`src/rtl/line_edit_discipline_with_echo_core_defines.svh`:
```
// Assertion macros shared by the line editor modules.
`ifndef LINE_EDIT_DISCIPLINE_WITH_ECHO_CORE_DEFINES_SVH
`define LINE_EDIT_DISCIPLINE_WITH_ECHO_CORE_DEFINES_SVH

`ifndef NO_ASSERTIONS

// Check a property on every clock edge outside reset.
`define LEDE_ASSERT(name, prop, msg) \
    name: assert property (@(posedge clk) disable iff (!rst_n) (prop)) else $error(msg);

// Check that a condition implies a consequence on the same edge.
`define LEDE_ASSERT_IMP(name, ante, cons, msg) \
    name: assert property (@(posedge clk) disable iff (!rst_n) (ante) |-> (cons)) \
        else $error(msg);

`else

`define LEDE_ASSERT(name, prop, msg)
`define LEDE_ASSERT_IMP(name, ante, cons, msg)

`endif

`endif

```
`src/rtl/lede_pkg.sv`:
```
// Shared types, constants and echo functions of the line editor.
package lede_pkg;

    localparam int LINE_SIZE = 32;
    localparam int LINE_AW   = $clog2(LINE_SIZE);
    localparam int QDEPTH    = 2;
    localparam int QAW       = $clog2(QDEPTH);
    localparam int CFG_IW    = 2;

    localparam logic [7:0] ASCII_BS = 8'h08;
    localparam logic [7:0] ASCII_SP = 8'h20;
    localparam logic [7:0] ASCII_CR = 8'h0D;
    localparam logic [7:0] ASCII_LF = 8'h0A;
    localparam logic [7:0] ASCII_NUL = 8'h00;

    localparam logic [7:0] ERASE_RESET  = 8'd127;
    localparam logic [7:0] RETURN_RESET = 8'd13;
    localparam logic [7:0] LIMIT_RESET  = 8'd255;

    localparam logic [CFG_IW-1:0] REG_ERASE  = CFG_IW'(0);
    localparam logic [CFG_IW-1:0] REG_RETURN = CFG_IW'(1);
    localparam logic [CFG_IW-1:0] REG_LIMIT  = CFG_IW'(2);

    typedef enum logic [1:0] {
        OP_CHAR   = 2'd0,
        OP_ERASE  = 2'd1,
        OP_RETURN = 2'd2
    } op_t;

    typedef struct packed {
        op_t        op;
        logic [7:0] code;
    } cmd_t;

    // Number of echo bytes an item produces.
    function automatic logic [1:0] echo_len(op_t op);
        logic [1:0] n;
        unique case (op)
            OP_ERASE:  n = 2'd3;
            OP_RETURN: n = 2'd2;
            default:   n = 2'd1;
        endcase
        return n;
    endfunction

    // Echo byte at position idx of an item's echo sequence.
    function automatic logic [7:0] echo_byte(op_t op, logic [7:0] code, logic [1:0] idx);
        logic [7:0] b;
        unique case (op)
            OP_ERASE:  b = (idx == 2'd1) ? ASCII_SP : ASCII_BS;
            OP_RETURN: b = (idx == 2'd0) ? ASCII_CR : ASCII_LF;
            default:   b = code;
        endcase
        return b;
    endfunction

endpackage

```
`src/rtl/lede_front.sv`:
```
// Front end: configuration registers, input acceptance and byte classification.
module lede_front (
    input  logic                          clk,
    input  logic                          rst_n,
    input  logic                          cfg_we,
    input  logic [lede_pkg::CFG_IW-1:0]   cfg_index,
    input  logic [7:0]                    cfg_data,
    input  logic                          in_valid,
    output logic                          in_stall,
    input  logic [7:0]                    rx_byte,
    output logic                          q_push,
    output lede_pkg::cmd_t                q_cmd,
    input  logic                          q_full,
    output logic [7:0]                    read_limit
);
    import lede_pkg::*;

    logic [7:0] erase_code_reg;
    logic [7:0] return_code_reg;
    logic [7:0] read_limit_reg;

    always_ff @(posedge clk or negedge rst_n)
    begin
        if (!rst_n)
        begin
            erase_code_reg  <= ERASE_RESET;
            return_code_reg <= RETURN_RESET;
            read_limit_reg  <= LIMIT_RESET;
        end
        else if (cfg_we)
        begin
            unique case (cfg_index)
                REG_ERASE:  erase_code_reg  <= cfg_data;
                REG_RETURN: return_code_reg <= cfg_data;
                REG_LIMIT:  read_limit_reg  <= cfg_data;
                default:    ;
            endcase
        end
    end

    // Erase wins when both codes match.
    always_comb
    begin
        q_cmd.code = rx_byte;
        if (rx_byte == erase_code_reg)
            q_cmd.op = OP_ERASE;
        else if (rx_byte == return_code_reg)
            q_cmd.op = OP_RETURN;
        else
            q_cmd.op = OP_CHAR;
    end

    assign in_stall   = q_full;
    assign q_push     = in_valid && !q_full;
    assign read_limit = read_limit_reg;

endmodule

```
`src/rtl/lede_queue.sv`:
```
// Short command queue between the front end and the back end.
`include "line_edit_discipline_with_echo_core_defines.svh"

module lede_queue (
    input  logic            clk,
    input  logic            rst_n,
    input  logic            push,
    input  lede_pkg::cmd_t  push_cmd,
    output logic            full,
    input  logic            pop,
    output logic            pop_valid,
    output lede_pkg::cmd_t  pop_cmd
);
    import lede_pkg::*;

    cmd_t           slot_reg [QDEPTH];
    logic [QAW-1:0] wr_ptr_reg;
    logic [QAW-1:0] rd_ptr_reg;
    logic [QAW:0]   count_reg;
    logic           do_push;
    logic           do_pop;

    assign full      = count_reg == (QAW+1)'(QDEPTH);
    assign pop_valid = count_reg != '0;
    assign do_push   = push && !full;
    assign do_pop    = pop && pop_valid;
    assign pop_cmd   = slot_reg[rd_ptr_reg];

    always_ff @(posedge clk)
    begin
        if (do_push)
            slot_reg[wr_ptr_reg] <= push_cmd;
    end

    always_ff @(posedge clk or negedge rst_n)
    begin
        if (!rst_n)
        begin
            wr_ptr_reg <= '0;
            rd_ptr_reg <= '0;
            count_reg  <= '0;
        end
        else
        begin
            if (do_push)
                wr_ptr_reg <= wr_ptr_reg + 1'b1;
            if (do_pop)
                rd_ptr_reg <= rd_ptr_reg + 1'b1;
            if (do_push && !do_pop)
                count_reg <= count_reg + 1'b1;
            else if (do_pop && !do_push)
                count_reg <= count_reg - 1'b1;
        end
    end

    `LEDE_ASSERT(a_count_range, count_reg <= (QAW+1)'(QDEPTH), "queue count over depth")
    `LEDE_ASSERT_IMP(a_empty_ptrs, count_reg == '0, wr_ptr_reg == rd_ptr_reg, "empty queue pointers differ")
    `LEDE_ASSERT_IMP(a_pop_moves, do_pop && !do_push, count_reg != '0, "pop from empty queue")

endmodule

```
`src/rtl/lede_back.sv`:
```
// Back end: line store, cursor, echo sequencing and line delivery.
`include "line_edit_discipline_with_echo_core_defines.svh"

module lede_back (
    input  logic            clk,
    input  logic            rst_n,
    input  logic            q_valid,
    input  lede_pkg::cmd_t  q_cmd,
    output logic            q_pop,
    input  logic [7:0]      read_limit,
    output logic            out_valid,
    input  logic            out_stall,
    output logic            kind,
    output logic [7:0]      data,
    output logic            last
);
    import lede_pkg::*;

    typedef enum logic [3:0] {
        ST_IDLE = 4'b0001,
        ST_ECHO = 4'b0010,
        ST_RD   = 4'b0100,
        ST_LD   = 4'b1000
    } state_t;

    localparam logic [LINE_AW-1:0] LAST_POS = LINE_AW'(LINE_SIZE - 1);

    state_t             state_reg, state_next;
    cmd_t               cmd_reg, cmd_next;
    logic [1:0]         echo_idx_reg, echo_idx_next;
    logic [LINE_AW-1:0] line_cnt_reg, line_cnt_next;
    logic [LINE_AW-1:0] rd_idx_reg, rd_idx_next;
    logic [LINE_AW-1:0] cursor_reg, cursor_next;
    logic [7:0]         rdata_reg;
    logic [7:0]         line_mem [LINE_SIZE];

    logic               out_valid_reg, out_valid_next;
    logic               kind_reg;
    logic [7:0]         data_reg;
    logic               last_reg;

    logic               out_free;
    logic               out_load;
    logic               load_kind;
    logic [7:0]         load_data;
    logic               load_last;
    logic               mem_we;
    logic [7:0]         mem_wdata;
    logic               room;
    logic               line_done;
    logic [LINE_AW-1:0] line_len;
    logic               echo_last;

    assign out_free  = !out_valid_reg || !out_stall;
    assign room      = cursor_reg != LAST_POS;
    assign echo_last = echo_idx_reg == (echo_len(cmd_reg.op) - 2'd1);

    always_comb
    begin
        state_next    = state_reg;
        cmd_next      = cmd_reg;
        echo_idx_next = echo_idx_reg;
        line_cnt_next = line_cnt_reg;
        rd_idx_next   = rd_idx_reg;
        cursor_next   = cursor_reg;
        q_pop         = 1'b0;
        mem_we        = 1'b0;
        mem_wdata     = q_cmd.code;
        line_done     = 1'b0;
        line_len      = cursor_reg;
        out_load      = 1'b0;
        load_kind     = 1'b0;
        load_data     = echo_byte(cmd_reg.op, cmd_reg.code, echo_idx_reg);
        load_last     = 1'b0;

        unique case (state_reg)
            ST_IDLE:
            begin
                if (q_valid)
                begin
                    q_pop         = 1'b1;
                    cmd_next      = q_cmd;
                    echo_idx_next = 2'd0;
                    line_cnt_next = '0;
                    state_next    = ST_ECHO;
                    unique case (q_cmd.op)
                        OP_ERASE:
                        begin
                            if (cursor_reg != '0)
                                cursor_next = cursor_reg - 1'b1;
                        end
                        OP_RETURN:
                        begin
                            line_done = 1'b1;
                            if (room)
                            begin
                                mem_we    = 1'b1;
                                mem_wdata = ASCII_LF;
                                line_len  = cursor_reg + 1'b1;
                            end
                        end
                        default:
                        begin
                            // Drop the byte when the line is full.
                            if (room)
                            begin
                                mem_we      = 1'b1;
                                line_len    = cursor_reg + 1'b1;
                                cursor_next = cursor_reg + 1'b1;
                                line_done   = q_cmd.code == ASCII_NUL;
                            end
                        end
                    endcase
                    if (line_done)
                    begin
                        cursor_next = '0;
                        if (9'(read_limit) < 9'(line_len))
                            line_cnt_next = LINE_AW'(read_limit);
                        else
                            line_cnt_next = line_len;
                    end
                end
            end
            ST_ECHO:
            begin
                if (out_free)
                begin
                    out_load  = 1'b1;
                    load_last = echo_last && (line_cnt_reg == '0);
                    if (echo_last)
                    begin
                        rd_idx_next = '0;
                        state_next  = (line_cnt_reg == '0) ? ST_IDLE : ST_RD;
                    end
                    else
                    begin
                        echo_idx_next = echo_idx_reg + 2'd1;
                    end
                end
            end
            ST_RD:
            begin
                // Store read is under way; data lands in rdata_reg.
                state_next = ST_LD;
            end
            ST_LD:
            begin
                if (out_free)
                begin
                    out_load  = 1'b1;
                    load_kind = 1'b1;
                    load_data = rdata_reg;
                    load_last = rd_idx_reg == (line_cnt_reg - 1'b1);
                    if (load_last)
                    begin
                        state_next = ST_IDLE;
                    end
                    else
                    begin
                        rd_idx_next = rd_idx_reg + 1'b1;
                        state_next  = ST_RD;
                    end
                end
            end
            default:
            begin
                state_next = ST_IDLE;
            end
        endcase
    end

    always_comb
    begin
        if (out_load)
            out_valid_next = 1'b1;
        else if (!out_stall)
            out_valid_next = 1'b0;
        else
            out_valid_next = out_valid_reg;
    end

    always_ff @(posedge clk)
    begin
        if (mem_we)
            line_mem[cursor_reg] <= mem_wdata;
        rdata_reg <= line_mem[rd_idx_reg];
    end

    always_ff @(posedge clk or negedge rst_n)
    begin
        if (!rst_n)
        begin
            state_reg     <= ST_IDLE;
            echo_idx_reg  <= 2'd0;
            line_cnt_reg  <= '0;
            rd_idx_reg    <= '0;
            cursor_reg    <= '0;
            out_valid_reg <= 1'b0;
        end
        else
        begin
            state_reg     <= state_next;
            echo_idx_reg  <= echo_idx_next;
            line_cnt_reg  <= line_cnt_next;
            rd_idx_reg    <= rd_idx_next;
            cursor_reg    <= cursor_next;
            out_valid_reg <= out_valid_next;
        end
    end

    always_ff @(posedge clk)
    begin
        cmd_reg <= cmd_next;
        if (out_load)
        begin
            kind_reg <= load_kind;
            data_reg <= load_data;
            last_reg <= load_last;
        end
    end

    assign out_valid = out_valid_reg;
    assign kind      = kind_reg;
    assign data      = data_reg;
    assign last      = last_reg;

    `LEDE_ASSERT_IMP(a_final_echo_no_line, out_valid_reg && !kind_reg && last_reg, state_reg != ST_RD && state_reg != ST_LD, "line delivery after final echo")
    `LEDE_ASSERT_IMP(a_cursor_cleared, state_reg == ST_RD || state_reg == ST_LD, cursor_reg == '0, "cursor not cleared during line delivery")
    `LEDE_ASSERT_IMP(a_rd_in_range, state_reg == ST_RD || state_reg == ST_LD, rd_idx_reg < line_cnt_reg, "line read index past count")

endmodule

```
`src/rtl/line_edit_discipline_with_echo_core.sv`:
```
// Top level of the line editor with echo: front end, command queue, back end.
//
//  channel | direction | handshake             | payload
//  cfg     | in        | cfg_we                | cfg_index, cfg_data
//  in      | in        | in_valid / in_stall   | rx_byte
//  out     | out       | out_valid / out_stall | kind, data, last
//
// In the back end an item first edits the line store in ST_IDLE, then sends its
// echo bytes (1 to 3) one by one in ST_ECHO, then delivers each line byte through
// ST_RD and ST_LD, which wait on the registered read of the line store.
// The front end takes a new item whenever the two-entry queue has room.
// Reset restores the register defaults and empties the line; the store holds junk.
// A stalled result holds the back end; the front end keeps filling the queue.
module line_edit_discipline_with_echo_core (
    input  logic                         clk,
    input  logic                         rst_n,
    input  logic                         cfg_we,
    input  logic [lede_pkg::CFG_IW-1:0]  cfg_index,
    input  logic [7:0]                   cfg_data,
    input  logic                         in_valid,
    output logic                         in_stall,
    input  logic [7:0]                   rx_byte,
    output logic                         out_valid,
    input  logic                         out_stall,
    output logic                         kind,
    output logic [7:0]                   data,
    output logic                         last
);
    import lede_pkg::*;

    cmd_t       push_cmd;
    cmd_t       pop_cmd;
    logic       q_push;
    logic       q_full;
    logic       q_pop;
    logic       q_valid;
    logic [7:0] read_limit;

    lede_front u_front (
        .clk        (clk),
        .rst_n      (rst_n),
        .cfg_we     (cfg_we),
        .cfg_index  (cfg_index),
        .cfg_data   (cfg_data),
        .in_valid   (in_valid),
        .in_stall   (in_stall),
        .rx_byte    (rx_byte),
        .q_push     (q_push),
        .q_cmd      (push_cmd),
        .q_full     (q_full),
        .read_limit (read_limit)
    );

    lede_queue u_queue (
        .clk       (clk),
        .rst_n     (rst_n),
        .push      (q_push),
        .push_cmd  (push_cmd),
        .full      (q_full),
        .pop       (q_pop),
        .pop_valid (q_valid),
        .pop_cmd   (pop_cmd)
    );

    lede_back u_back (
        .clk        (clk),
        .rst_n      (rst_n),
        .q_valid    (q_valid),
        .q_cmd      (pop_cmd),
        .q_pop      (q_pop),
        .read_limit (read_limit),
        .out_valid  (out_valid),
        .out_stall  (out_stall),
        .kind       (kind),
        .data       (data),
        .last       (last)
    );

endmodule
```
`config.mk`:
```
export PLATFORM = sky130hd
export DESIGN_NAME = line_edit_discipline_with_echo_core
export DESIGN_NICKNAME = d
export VERILOG_FILES = /design/src/rtl/lede_pkg.sv /design/src/rtl/lede_front.sv /design/src/rtl/lede_queue.sv /design/src/rtl/lede_back.sv /design/src/rtl/line_edit_discipline_with_echo_core.sv
export VERILOG_INCLUDE_DIRS = /design/src /design/src/rtl
export SDC_FILE = /design/constraint.sdc
export NUM_CORES = 1
export LEC_CHECK = 0
export BUFFER_PORTS_ARGS = -buffer_cell sky130_fd_sc_hd__buf_4
export CAP_MARGIN = 0
export CELL_PAD_IN_SITES_DETAIL_PLACEMENT = 1
export CELL_PAD_IN_SITES_GLOBAL_PLACEMENT = 1
export CORE_ASPECT_RATIO = 0.8
export CORE_MARGIN = 2
export CORE_UTILIZATION = 43
export DETAILED_ROUTE_END_ITERATION = 6
export PLACE_DENSITY_LB_ADDON = 0.1
export SETUP_SLACK_MARGIN = 0.3
export SYNTH_ARGS = -nofsm -noshare
export SYNTH_HDL_FRONTEND = slang
export SYNTH_SLANG_ARGS = --single-unit
```
`constraint.sdc`:
```
create_clock -name clk -period 4.5 [get_ports clk]
set_input_delay 0.9 -clock clk [delete_from_list [all_inputs] [get_ports clk]]
set_output_delay 0.9 -clock clk [all_outputs]
set_load 0.005 [all_outputs]
```
==> summary.txt <==
Clocking
  • Num Clock Sinks: 354
  • CTS resizes: 0
  • Post-CTS Setup Inserts: 0
  • TritonCTS clock tree: done
  • CTS Buffer Depth: 3
  • Clk_lat worst skew: 0.55 ns
  • H-tree depth: 2
  • Total CTS buffers: 38
  • Hold_buf cts: 0
  • Clk root buf: clkbuf_16
  • CTS clk-pin slew, worst paths: 0.07 ns

STA
  • Minimum clock period after layout: 3.69 ns
  • Finish-stage setup viols: 0
  • Worst slew margin: 29.0%
  • Tcrit/Tclk final: 82.0%
  • Worst clock skew: 0.0216 ns
  • Final Max Slew Viols: 0
  • RSZ-0062 raised after global routing: false
  • Fin Setup TNS: 0 ns
  • Worst Tran Pin Value: 1.06 ns
  • Fmax: 271 MHz
  • Final Hold Violating Endpoints: 0

Routing
  • Routed WL: 35800 microns
  • Vias post-DR: 7962
  • Drt pass-1 iters: 5
  • DRC viols: 0
  • Final ANT Viol Nets: 0
  • Drt first-iter violations: 579
  • Vias per inst: 5.65
  • DR WL/cell: 25.4 microns

Power and ir drop
  • Worst ir drop on vdd: 0.347 mV
  • Overall power: 11.1 mW
  • Pwr/cell area: 650 nW/um^2
  • Leak: 5.75 nW

Critical path
  • Critical path startpoint category: flip-flop
  • Critical R2R Capture: u_back.line_cnt_reg[0]
  • Critical path class: flip-flop to flip-flop
  • R2r startpoint: u_queue.rd_ptr_reg
  • CP max FO: 13
  • Setup crit end kind: flip-flop
  • R2r setup slk: 0.81 ns
  • CP Data Arrival Time: 4.11 ns
  • Worst path required time: 4.92 ns
  • R2R depth: 12

Die
  • Starting density of the core: 43.8%
  • Die Wd: 211 microns
  • Core area: 33800 sq um
  • I/O pins: 35
  • Die Y: 170 microns
  • Number of core rows: 60
  • Die area: 35900 sq um

Yosys
  • Mapped Cells: 853
  • Ys Warns: 0
  • Sequential-to-total area share from yosys stat: 69.7%
  • Top cells by count, synth: 296 x edfxtp_1, 80 x mux4_2, 56 x nand2_1
  • Most frequent cell after synthesis: edfxtp_1
  • Synthesis-stage register bit count: 354
  • Synth top area cells: edfxtp_1 60%, mux4_2 12%, dfrtp_1 5.2%
  • Unique masters post-synth: 67
  • Post-synth EDFFs: 296
  • Post-synth ARST share: 14.1%
  • Share of the synthesized area in the top cell type: 60.1%
  • Synth area leader: edfxtp_1
  • Synth Cell Area: 14800 sq um
  • Mean post-synth cell area: 17.4 sq um
  • Top FF cell, synth: edfxtp_1

GRT
  • First-pass GRT wire length: 55000 microns
  • Initial antenna violation count: 1
  • GRT Overall Usage: 20.9%
  • Total grt overflow: 0
  • Largest net degree at the start of global routing: 69
  • Number of global-route vias before repair: 8527

Status
  • Status: finished, final reports clean

Placement
  • IO buf count: 34
  • Dpl hpwl: 23800 microns
  • Final Wtd Congestion: 0.927

Cells and area
  • Area growth syn-to-layout: 15.3%
  • Antenna cell count: 0
  • Layout cell share with drive strength beyond 1: 28.5%
  • Largest register FFs: 256
  • Number of nets in the layout: 986

Worst hold path
  • Hold crit path type: primary input to async pin

Job
  • Total of max-cap violations: 0
[per-layer routing]
layer  part of all wire, %  vias to the layer above  GRT usage [%]
met3                   5.1                       47           3.97
met2                    47                      176           32.7
met4                   1.6                        2           5.05
li1                      -                     3536              -
met5                 0.036                        -              0
met1                    46                     4201           30.4
[worst max-delay path, cell delays in order (launching register included)]
cell and delay, ns:
dfrtp_1 0.65, mux2i_1 0.31, inv_1 0.09, ha_1 0.33, a41oi_1 0.39, nor2_1 0.07
a21oi_1 0.23, ha_1 0.28, o2111ai_1 0.19, a41oi_1 0.08, a21oi_2 0.35, mux2_2 0.39
a22o_1 0.20
[power by group]
| group | switching (mW) | internal, mW |
|---|---|---|
| clock network | 1.28 | 1.87 |
| logic | 1.87 | 1.24 |
| registers | 0.392 | 4.45 |
| total | 3.54 | 7.55 |
[how the worst max path moves through the flow]
stage / start / to / slack [ns] / cells after the start
global placement: u_queue.rd_ptr_reg / u_back.line_cnt_reg[0] / 0.96 / 12
detailed placement: u_queue.rd_ptr_reg / u_back.line_cnt_reg[0] / 0.86 / 12
floorplan: u_queue.rd_ptr_reg / u_back.line_cnt_reg[0] / 0.92 / 14
global route: u_queue.rd_ptr_reg / u_back.line_cnt_reg[0] / 0.55 / 12
finish: u_queue.rd_ptr_reg / u_back.line_cnt_reg[0] / 0.81 / 12
CTS: u_queue.rd_ptr_reg / u_back.line_cnt_reg[0] / 0.84 / 12
[cells by family (layout without fill, tap and decap cells)]
family,after synthesis,count (layout),synth area share [%]
xor gates and xnor gates,29,29,1.72
buffers and inverters,59,173,1.77
adders and majority gates,18,18,1.52
other,1,8,0.0253
AOI/OAI and AO/OA,89,89,4.00
DFF,354,354,69.7
muxes,120,120,15.2
and+or+nand+nor,183,183,6.07
[layout by cell type, fill, tap and decap left out, drive strengths merged, types with 4 or more instances in the layout]
master	count
edfxtp	296
mux4	80
buf	79
nand2	56
nor2	49
clkbuf	47
mux2	33
dfrtp	31
inv	27
xnor2	26
o21ai	21
dfstp	19
a21oi	19
ha	18
nand3	15
clkinv	15
nor3	12
nand4	10
nand2b	9
o21a	8
conb	8
dfxtp	8
a31oi	7
mux2i	7
a22o	5
bufinv	5
or2	4
nand3b	4
and2	4
o22ai	4
[per-stage QoR]
step	worst slack, ns	instance area [sq um]	instances	hold slack (ns)	util, %
after floorplan	0.922	14800	860	0.460	-
after global placement	0.965	15800	1339	0.479	46.8
after detailed placement	0.862	15800	1339	0.497	46.8
after CTS	0.837	17100	1408	0.403	50.5
after global routing	0.555	17100	1408	0.442	50.5
final	0.809	17100	1408	0.398	50.5
[area by class of cell]
cell class | instances | area [sq um]
fillers | 3145 | 16700
flip-flops and latches | 354 | 10300
multi-input cells | 447 | 4240
clock buffers | 47 | 995
repair buffers | 79 | 618
well taps | 434 | 543
clock inverters | 22 | 249
inverters | 25 | 93.8
Note: power is estimated with default switching activity, not from simulation.
